## src/hw/rtl/modbus_rtu_response_receiver_top_macros.svh

```systemverilog
// Assertion helpers for the Modbus RTU response receiver.
`ifndef MODBUS_RTU_RESPONSE_RECEIVER_TOP_MACROS_SVH
`define MODBUS_RTU_RESPONSE_RECEIVER_TOP_MACROS_SVH

// Same-cycle implication, checked out of reset.
`define MRR_ASSERT_NOW(lbl, ante, cons, msg) \
  lbl: assert property (@(posedge clk) disable iff (!rst_n) (ante) |-> (cons)) \
    else $error(msg);

// Next-cycle implication, checked out of reset.
`define MRR_ASSERT_NEXT(lbl, ante, cons, msg) \
  lbl: assert property (@(posedge clk) disable iff (!rst_n) (ante) |=> (cons)) \
    else $error(msg);

`endif

```

## src/hw/rtl/mrr_pkg.sv

```systemverilog
`default_nettype none
package mrr_pkg;

  localparam int unsigned POS_W      = 9;
  localparam int unsigned BYTE_W     = 8;
  localparam int unsigned CRC_W      = 16;
  localparam int unsigned CFG_IDX_W  = 2;
  localparam int unsigned CFG_DATA_W = 8;

  localparam logic [POS_W-1:0] MAX_POSITION = 9'd275;
  localparam logic [POS_W-1:0] POS_ID       = 9'd0;
  localparam logic [POS_W-1:0] POS_FUNC     = 9'd1;
  localparam logic [POS_W-1:0] POS_LENGTH   = 9'd2;
  localparam logic [POS_W-1:0] LEN_OFFSET   = 9'd5;

  localparam logic [CRC_W-1:0] CRC_INIT = 16'hFFFF;
  localparam logic [CRC_W-1:0] CRC_POLY = 16'hA001;

  localparam logic OP_BYTE = 1'b0;
  localparam logic OP_TICK = 1'b1;

  localparam logic [CFG_IDX_W-1:0] REG_STATION_ID     = 2'd0;
  localparam logic [CFG_IDX_W-1:0] REG_FUNCTION_CODE  = 2'd1;
  localparam logic [CFG_IDX_W-1:0] REG_TIMEOUT_RELOAD = 2'd2;

  localparam logic [BYTE_W-1:0] RST_STATION_ID     = 8'd1;
  localparam logic [BYTE_W-1:0] RST_FUNCTION_CODE  = 8'h04;
  localparam logic [BYTE_W-1:0] RST_TIMEOUT_RELOAD = 8'd10;

  typedef struct packed {
    logic              op;
    logic [BYTE_W-1:0] rx_byte;
    logic              tx_busy;
  } in_t;

  typedef struct packed {
    logic              accepted;
    logic [POS_W-1:0]  position;
    logic              frame_done;
    logic              crc_ok;
    logic [BYTE_W-1:0] payload_length;
  } out_t;

  typedef struct packed {
    logic [BYTE_W-1:0] station_id;
    logic [BYTE_W-1:0] function_code;
    logic [BYTE_W-1:0] timeout_reload;
  } cfg_t;

  // Reflected CRC-16, one byte: eight shift steps.
  function automatic logic [CRC_W-1:0] crc_update(input logic [CRC_W-1:0] crc,
                                                  input logic [BYTE_W-1:0] b);
    logic [CRC_W-1:0] c;
    c = crc ^ {8'h00, b};
    for (int i = 0; i < BYTE_W; i++) begin
      if (c[0]) begin
        c = (c >> 1) ^ CRC_POLY;
      end else begin
        c = c >> 1;
      end
    end
    return c;
  endfunction

endpackage
`default_nettype wire

```

## src/hw/rtl/mrr_cfg.sv

```systemverilog
`default_nettype none
module mrr_cfg (
  input  wire logic                               clk,
  input  wire logic                               rst_n,
  input  wire logic                               cfg_we,
  input  wire logic [mrr_pkg::CFG_IDX_W-1:0]      cfg_idx,
  input  wire logic [mrr_pkg::CFG_DATA_W-1:0]     cfg_wdata,
  output mrr_pkg::cfg_t                           cfg
);

  mrr_pkg::cfg_t cfg_r;
  mrr_pkg::cfg_t cfg_nxt;

  always_comb begin
    cfg_nxt = cfg_r;
    if (cfg_we) begin
      unique case (cfg_idx)
        mrr_pkg::REG_STATION_ID:     cfg_nxt.station_id     = cfg_wdata;
        mrr_pkg::REG_FUNCTION_CODE:  cfg_nxt.function_code  = cfg_wdata;
        mrr_pkg::REG_TIMEOUT_RELOAD: cfg_nxt.timeout_reload = cfg_wdata;
        default: ;  // no register there: drop the write
      endcase
    end
  end

  always_ff @(posedge clk) begin
    if (!rst_n) begin
      cfg_r.station_id     <= mrr_pkg::RST_STATION_ID;
      cfg_r.function_code  <= mrr_pkg::RST_FUNCTION_CODE;
      cfg_r.timeout_reload <= mrr_pkg::RST_TIMEOUT_RELOAD;
    end else begin
      cfg_r <= cfg_nxt;
    end
  end

  assign cfg = cfg_r;

endmodule
`default_nettype wire

```

## src/hw/rtl/mrr_frame.sv

```systemverilog
`default_nettype none
module mrr_frame (
  input  wire logic          clk,
  input  wire logic          rst_n,
  input  wire logic          adv,
  input  wire mrr_pkg::in_t  item,
  input  wire mrr_pkg::cfg_t cfg,
  output mrr_pkg::out_t      res
);

  logic [mrr_pkg::POS_W-1:0]  pos_r, pos_nxt, pos_start;
  logic [mrr_pkg::BYTE_W-1:0] len_r, len_nxt;
  logic [mrr_pkg::BYTE_W-1:0] gap_r, gap_nxt;
  logic [mrr_pkg::CRC_W-1:0]  crc_r, crc_nxt, crc_base, crc_upd;
  logic                       acc, done, ok;

  // Expired gap or overlong frame restarts before the byte is examined.
  assign pos_start = ((gap_r == '0) || (pos_r > mrr_pkg::MAX_POSITION)) ? '0 : pos_r;
  assign crc_base  = (pos_start == mrr_pkg::POS_ID) ? mrr_pkg::CRC_INIT : crc_r;
  assign crc_upd   = mrr_pkg::crc_update(crc_base, item.rx_byte);

  always_comb begin
    pos_nxt = pos_r;
    len_nxt = len_r;
    gap_nxt = gap_r;
    crc_nxt = crc_r;
    acc     = 1'b0;
    done    = 1'b0;
    ok      = 1'b0;
    if (item.op == mrr_pkg::OP_TICK) begin
      if (gap_r != '0) begin
        gap_nxt = gap_r - 8'd1;
      end
    end else begin
      gap_nxt = cfg.timeout_reload;
      if (item.tx_busy) begin
        pos_nxt = '0;
      end else if ((pos_start == mrr_pkg::POS_ID) && (item.rx_byte == cfg.station_id)) begin
        crc_nxt = crc_upd;
        pos_nxt = mrr_pkg::POS_FUNC;
        acc     = 1'b1;
      end else if ((pos_start == mrr_pkg::POS_FUNC) &&
                   (item.rx_byte == cfg.function_code)) begin
        crc_nxt = crc_upd;
        pos_nxt = mrr_pkg::POS_LENGTH;
        acc     = 1'b1;
      end else if (pos_start >= mrr_pkg::POS_LENGTH) begin
        crc_nxt = crc_upd;
        if (pos_start == mrr_pkg::POS_LENGTH) begin
          len_nxt = item.rx_byte;
        end
        pos_nxt = pos_start + 9'd1;
        acc     = 1'b1;
        if ((pos_nxt > mrr_pkg::POS_LENGTH) &&
            (pos_nxt == ({1'b0, len_nxt} + mrr_pkg::LEN_OFFSET))) begin
          done = 1'b1;
          ok   = (crc_upd == '0);
        end
      end else begin
        pos_nxt = '0;
      end
    end
  end

  always_ff @(posedge clk) begin
    if (!rst_n) begin
      pos_r <= '0;
      len_r <= '0;
      gap_r <= '0;
      crc_r <= mrr_pkg::CRC_INIT;
    end else if (adv) begin
      pos_r <= pos_nxt;
      len_r <= len_nxt;
      gap_r <= gap_nxt;
      crc_r <= crc_nxt;
    end
  end

  assign res.accepted       = acc;
  assign res.position       = pos_nxt;
  assign res.frame_done     = done;
  assign res.crc_ok         = ok;
  assign res.payload_length = len_nxt;

endmodule
`default_nettype wire

```

## src/hw/rtl/modbus_rtu_response_receiver_top.sv

```systemverilog
// Channel   Direction  Handshake          Word
// in_       input      in_valid/in_stall   mrr_pkg::in_t  (op, rx_byte, tx_busy)
// out_      output     out_valid/out_stall mrr_pkg::out_t (one result per input word)
// cfg_      input      cfg_we              cfg_idx selects register, cfg_wdata
//
// One word per cycle sustained while out_stall is low; an accepted input word is held in
// the input register and then moves to the result register.
// An input register feeds the frame logic, whose byte-wide CRC step and position
// update are combinational into the result register.
// Reset (rst_n low, synchronous) clears frame state and loads register defaults.
// in_stall rises only when the input register holds a word and the result register
// is full and stalled.
`default_nettype none
`include "modbus_rtu_response_receiver_top_macros.svh"
module modbus_rtu_response_receiver_top (
  input  wire logic                           clk,
  input  wire logic                           rst_n,
  input  wire logic                           in_valid,
  output      logic                           in_stall,
  input  wire mrr_pkg::in_t                   in_data,
  output      logic                           out_valid,
  input  wire logic                           out_stall,
  output mrr_pkg::out_t                       out_data,
  input  wire logic                           cfg_we,
  input  wire logic [mrr_pkg::CFG_IDX_W-1:0]  cfg_idx,
  input  wire logic [mrr_pkg::CFG_DATA_W-1:0] cfg_wdata
);

  mrr_pkg::cfg_t cfg;
  mrr_pkg::in_t  s1_data_r;
  logic          s1_valid_r, s1_valid_nxt;
  mrr_pkg::out_t out_data_r;
  mrr_pkg::out_t res;
  logic          out_valid_r, out_valid_nxt;
  logic          adv, in_take;

  mrr_cfg u_cfg (
    .clk       (clk),
    .rst_n     (rst_n),
    .cfg_we    (cfg_we),
    .cfg_idx   (cfg_idx),
    .cfg_wdata (cfg_wdata),
    .cfg       (cfg)
  );

  // Advance the held word when the result register is empty or draining.
  assign adv      = s1_valid_r && (!out_valid_r || !out_stall);
  assign in_stall = s1_valid_r && !adv;
  assign in_take  = in_valid && !in_stall;

  assign s1_valid_nxt  = in_take || (s1_valid_r && !adv);
  assign out_valid_nxt = adv || (out_valid_r && out_stall);

  mrr_frame u_frame (
    .clk   (clk),
    .rst_n (rst_n),
    .adv   (adv),
    .item  (s1_data_r),
    .cfg   (cfg),
    .res   (res)
  );

  always_ff @(posedge clk) begin
    if (!rst_n) begin
      s1_valid_r  <= 1'b0;
      out_valid_r <= 1'b0;
    end else begin
      s1_valid_r  <= s1_valid_nxt;
      out_valid_r <= out_valid_nxt;
    end
  end

  always_ff @(posedge clk) begin
    if (in_take) begin
      s1_data_r <= in_data;
    end
    if (adv) begin
      out_data_r <= res;
    end
  end

  assign out_valid = out_valid_r;
  assign out_data  = out_data_r;

  `MRR_ASSERT_NOW(a_done_needs_accept, out_valid_r && out_data_r.frame_done, out_data_r.accepted, "frame_done without accepted byte")
  `MRR_ASSERT_NOW(a_ok_needs_done, out_valid_r && out_data_r.crc_ok, out_data_r.frame_done, "crc_ok outside frame_done")
  `MRR_ASSERT_NEXT(a_adv_fills_out, s1_valid_r && (!out_valid_r || !out_stall), out_valid_r, "held word did not reach result register")
  `MRR_ASSERT_NEXT(a_tick_not_taken, adv && (s1_data_r.op == mrr_pkg::OP_TICK), !out_data_r.accepted && !out_data_r.frame_done, "tick reported as taken byte")

endmodule
`default_nettype wire
```

## config.mk

```make
export PLATFORM = sky130hd
export DESIGN_NAME = modbus_rtu_response_receiver_top
export DESIGN_NICKNAME = d
export VERILOG_FILES = /design/src/hw/rtl/mrr_pkg.sv /design/src/hw/rtl/mrr_cfg.sv /design/src/hw/rtl/mrr_frame.sv /design/src/hw/rtl/modbus_rtu_response_receiver_top.sv
export VERILOG_INCLUDE_DIRS = /design/src /design/src/hw/rtl
export SDC_FILE = /design/constraint.sdc
export NUM_CORES = 1
export LEC_CHECK = 0
export ABC_CLOCK_PERIOD_IN_PS = 7000
export BUFFER_PORTS_ARGS = -buffer_cell sky130_fd_sc_hd__buf_2
export CAP_MARGIN = 20
export CORE_MARGIN = 3
export CORE_UTILIZATION = 45
export CTS_CLUSTER_SIZE = 8
export DETAILED_ROUTE_END_ITERATION = 7
export GPL_ROUTABILITY_DRIVEN = 0
export SYNTH_ARGS = -nofsm -noshare
export SYNTH_HDL_FRONTEND = slang
export SYNTH_SLANG_ARGS = --single-unit
export TNS_END_PERCENT = 30
```

## constraint.sdc

```tcl
create_clock -name clk -period 7 [get_ports clk]
set_input_delay 0.35 -clock clk [delete_from_list [all_inputs] [get_ports clk]]
set_output_delay 0.35 -clock clk [all_outputs]
set_load 0.005 [all_outputs]
```

==> results.sh <==
export IMPL_outcome="complete, no violations"
export IMPL_syn_cell_area_um2=5660
export IMPL_timing_critical_path_mode_cell="ha_1"
export IMPL_cts_max_path_buffers=2
export IMPL_synth_area_per_cell_um2=9.33
export IMPL_hold_violations=0
export IMPL_die_height_um=118
export IMPL_yosys_top_cells_area="dfxtp_1 (24%), edfxtp_1 (16%), mux2i_1 (6.5%)"
export IMPL_slew_viol_final=0
export IMPL_ys_ff_latch=97
export IMPL_min_path_cells=1
export IMPL_grt_pass1_vias=4203
export IMPL_hpwlAfterDp_mm=9.48
export IMPL_slowest_delay_ps=440
export IMPL_relSlewSlack_pct=42.5
export IMPL_p_total_w=0.00143
export IMPL_drive_gt1_share_pct=17.1
export IMPL_grt_overflow=0
export IMPL_reg2reg_from="u_frame.gap_r[0]"
export IMPL_initial_core_util_pct=46.5
export IMPL_synth_edf_count=30
export IMPL_portBuffers=46
export IMPL_grt_usage_pct=19.9
export IMPL_fin_crit_ps=5090
export IMPL_synth_distinct_cells=73
export IMPL_synth_top_area_share_pct=23.7
export IMPL_rsz0062_at_grt="false"
export IMPL_yosysTopAreaCell="dfxtp_1"
export IMPL_post_cts_buffers=0
export IMPL_cts_tree="done"
export IMPL_htreeDepth=3
export IMPL_grt_max_degree=68
export IMPL_wire_per_inst_um=16.9
export IMPL_synth_flop_cell="dfxtp_1"
export IMPL_areaGrowthSynthToFinish_pct=10.1
export IMPL_muxShareOfSynthArea_pct=8.80
export IMPL_skew_ps=8.55
export IMPL_rows=40
export IMPL_reg2regPathDepth=18
export IMPL_dieWidth_um=118
export IMPL_cts_resized=0
export IMPL_stdcell_count=800
export IMPL_ys_warn_count=0
export IMPL_r2r_end="out_data[8]"
export IMPL_dp_cells=783
export IMPL_setup_tns_ps=0
export IMPL_synth_compound_area_share_pct=14.1
export IMPL_firstDrtPassIters=5
export IMPL_top_level_ports=47
export IMPL_die_area_um2=14000
export IMPL_path_cells="inv_1 > ha_1 > nor3b_2 > nand2_1 > and3_1 > inv_1 > ha_1 > o31ai_2 > a221oi_1 > xor2_2 > xnor2_1 > ha_1 > xnor2_1 > or3_1 > a211o_1 > mux2i_1 > nand4_1 > nor4_2"
export IMPL_place_area_um2=5920
export IMPL_clkLatencyLatePin_ps=350
export IMPL_r2r_slack_ps=1910
export IMPL_critPathKind="reg2reg"
export IMPL_cts_num_sinks=97
export IMPL_vdd_ir_drop_max_mv=0.171
export IMPL_fillCellCount=1132
export IMPL_required_ps=7180
export IMPL_synth_most_common_cell="dfxtp_1"
export IMPL_synth_top_family_by_area="simple AND/OR/NAND/NOR gates"
export IMPL_worst_pin_slew_ps=861
export IMPL_viasPerCell=5.57
export IMPL_diodes=0
export IMPL_power_density_nw_per_um2=229
export IMPL_drc=0
export IMPL_synthAdderAreaFrac_pct=1.55
export IMPL_start_kind="flip-flop"
export IMPL_crit_slowest_cell="a221oi_1"
export IMPL_critPathArrivalTime_ps=5270
export IMPL_finalWirelength_mm=13.6
export IMPL_numCtsBuffers=9
export IMPL_cts_hold_buffers_added=0
export IMPL_syn_num_nets=639
export IMPL_grt_antenna_before_repair=0
export IMPL_synth_async_sr_flop_share_pct=0
export IMPL_min_to="s1_data_r[9]"
export IMPL_grt_pass1_wl_mm=22.1
export IMPL_fmax_mhz=196
export IMPL_hp_class="in2reg"
export IMPL_synth_cells=607
export IMPL_drtAntennaViolNets=0
export IMPL_clkTransAtPathRegs_ps=70
export IMPL_netlist_top_cells_count="dfxtp_1 (67), nor2_1 (66), nand2_1 (47)"
export IMPL_nets=659
export IMPL_synth_simple_area_share_pct=22.0
export IMPL_setup_viol=0
export IMPL_cts_root_buf="clkbuf_16"
export IMPL_crit_path_end_kind="flip-flop"
export IMPL_p_leak_nw=2.43
export IMPL_core_um2=12200
export IMPL_dr_first_iter_drc_count=341
export IMPL_cp_max_fo=11
export IMPL_hold_start="in_data[9]"
export IMPL_synthXorXnorAreaFrac_pct=9.86
export IMPL_yosysSeqAreaShare_pct=39.6
export IMPL_final_area_um2=6230
export IMPL_period_share_pct=72.7
export IMPL_route_vias_total=4458
export IMPL_maxCapViolations=0
## layout make-up
| cell class | count | area [µm²] | share of cell area, % |
|---|---|---|---|
| clock buffers | 12 | 268 | 4.30 |
| clock inverters | 4 | 25.0 | 0.401 |
| inverters | 7 | 26.3 | 0.422 |
| multi-input cells | 462 | 3190 | 51.2 |
| flip-flops and latches | 97 | 2240 | 36.0 |
| well taps | 168 | 210 | 3.37 |
| repair buffers | 50 | 273 | 4.38 |
## power breakdown
part	leakage, nW	switching, W	internal (W)
sequential	0.833	0.0000312	0.000605
clock	0.148	0.000214	0.000272
combinational	1.45	0.000182	0.000124
## per-stage QoR
step / util (%) / hold WS, ps / worst slack (ps)
after global placement: 48.7 / 464 / 2240
after CTS: 51.1 / 154 / 2000
after detailed placement: 48.7 / 467 / 2040
final: 51.3 / 170 / 1910
after global routing: 51.3 / 156 / 1530
after floorplan: - / 441 / 2570
## sequential cells by signal (all words and copies together), names as in the netlist
signal	cells
u_cfg.cfg	24
out_data	20
u_frame.crc_r	16
s1_data_r	10
u_frame.pos_r	9
u_frame.gap_r	8
u_frame.len_r	8
out_valid	1
s1_valid_r	1
## placed cells by master, fill, tap and decap left out, drive strengths merged, types with 3 or more instances in the layout
| cell type | count |
|---|---|
| clkbuf | 12 |
| nand3 | 20 |
| nor2b | 25 |
| nand2b | 3 |
| clkinv | 4 |
| nand4 | 10 |
| a221oi | 5 |
| xor2 | 22 |
| ha | 7 |
| nor4 | 7 |
| buf | 50 |
| nor3b | 13 |
| mux2i | 37 |
| nand2 | 48 |
| o21a | 4 |
| o31ai | 7 |
| and3 | 10 |
| dfxtp | 67 |
| mux2 | 11 |
| o211ai | 7 |
| edfxtp | 30 |
| and2 | 16 |
| nor2 | 66 |
| a31oi | 6 |
| a21oi | 22 |
| a22o | 3 |
| o21ai | 31 |
| nor3 | 13 |
| xnor2 | 40 |
| inv | 7 |
## cell families (layout without fill, tap and decap cells)
logic type               count (synthesis)  in the layout
buffers and inverters                   48             73
XOR/XNOR                                62             62
multiplexers                            48             48
AO/OA/AOI/OAI                          106            106
adder cells (fa/ha/maj)                  7              7
flip-flops                              97             97
AND/OR/NAND/NOR                        239            239
## routing by layer
layer	up-vias	share of wire, %	wire length [µm]	track usage, %
li1	2191	-	-	-
met1	2122	47	6440	27.8
met2	129	46	6210	30.4
met3	16	5.1	697	4.31
met4	0	1.5	202	6.67
met5	-	0	0	0
## worst max-delay path by stage
stage	startpoint	end	slack, ps
after floorplan	u_frame.pos_r[5]	out_data[8]	2570
after global placement	u_frame.gap_r[0]	out_data[8]	2240
after detailed placement	u_frame.gap_r[0]	out_data[8]	2040
after CTS	u_frame.gap_r[0]	out_data[8]	2000
after global routing	u_frame.gap_r[0]	out_data[8]	1530
final	u_frame.gap_r[0]	out_data[8]	1910
## critical path, delay by kind of cell, from the launching register on
| family | cells | cell delay, ps |
|---|---|---|
| flops | 1 | 330 |
| compound gates | 3 | 890 |
| buf+inv | 2 | 230 |
| xor+xnor | 3 | 650 |
| mux | 1 | 160 |
| simple gates | 6 | 1840 |
| fa+ha+maj | 3 | 830 |
No activity file was read; power rests on OpenSTA's default activity.
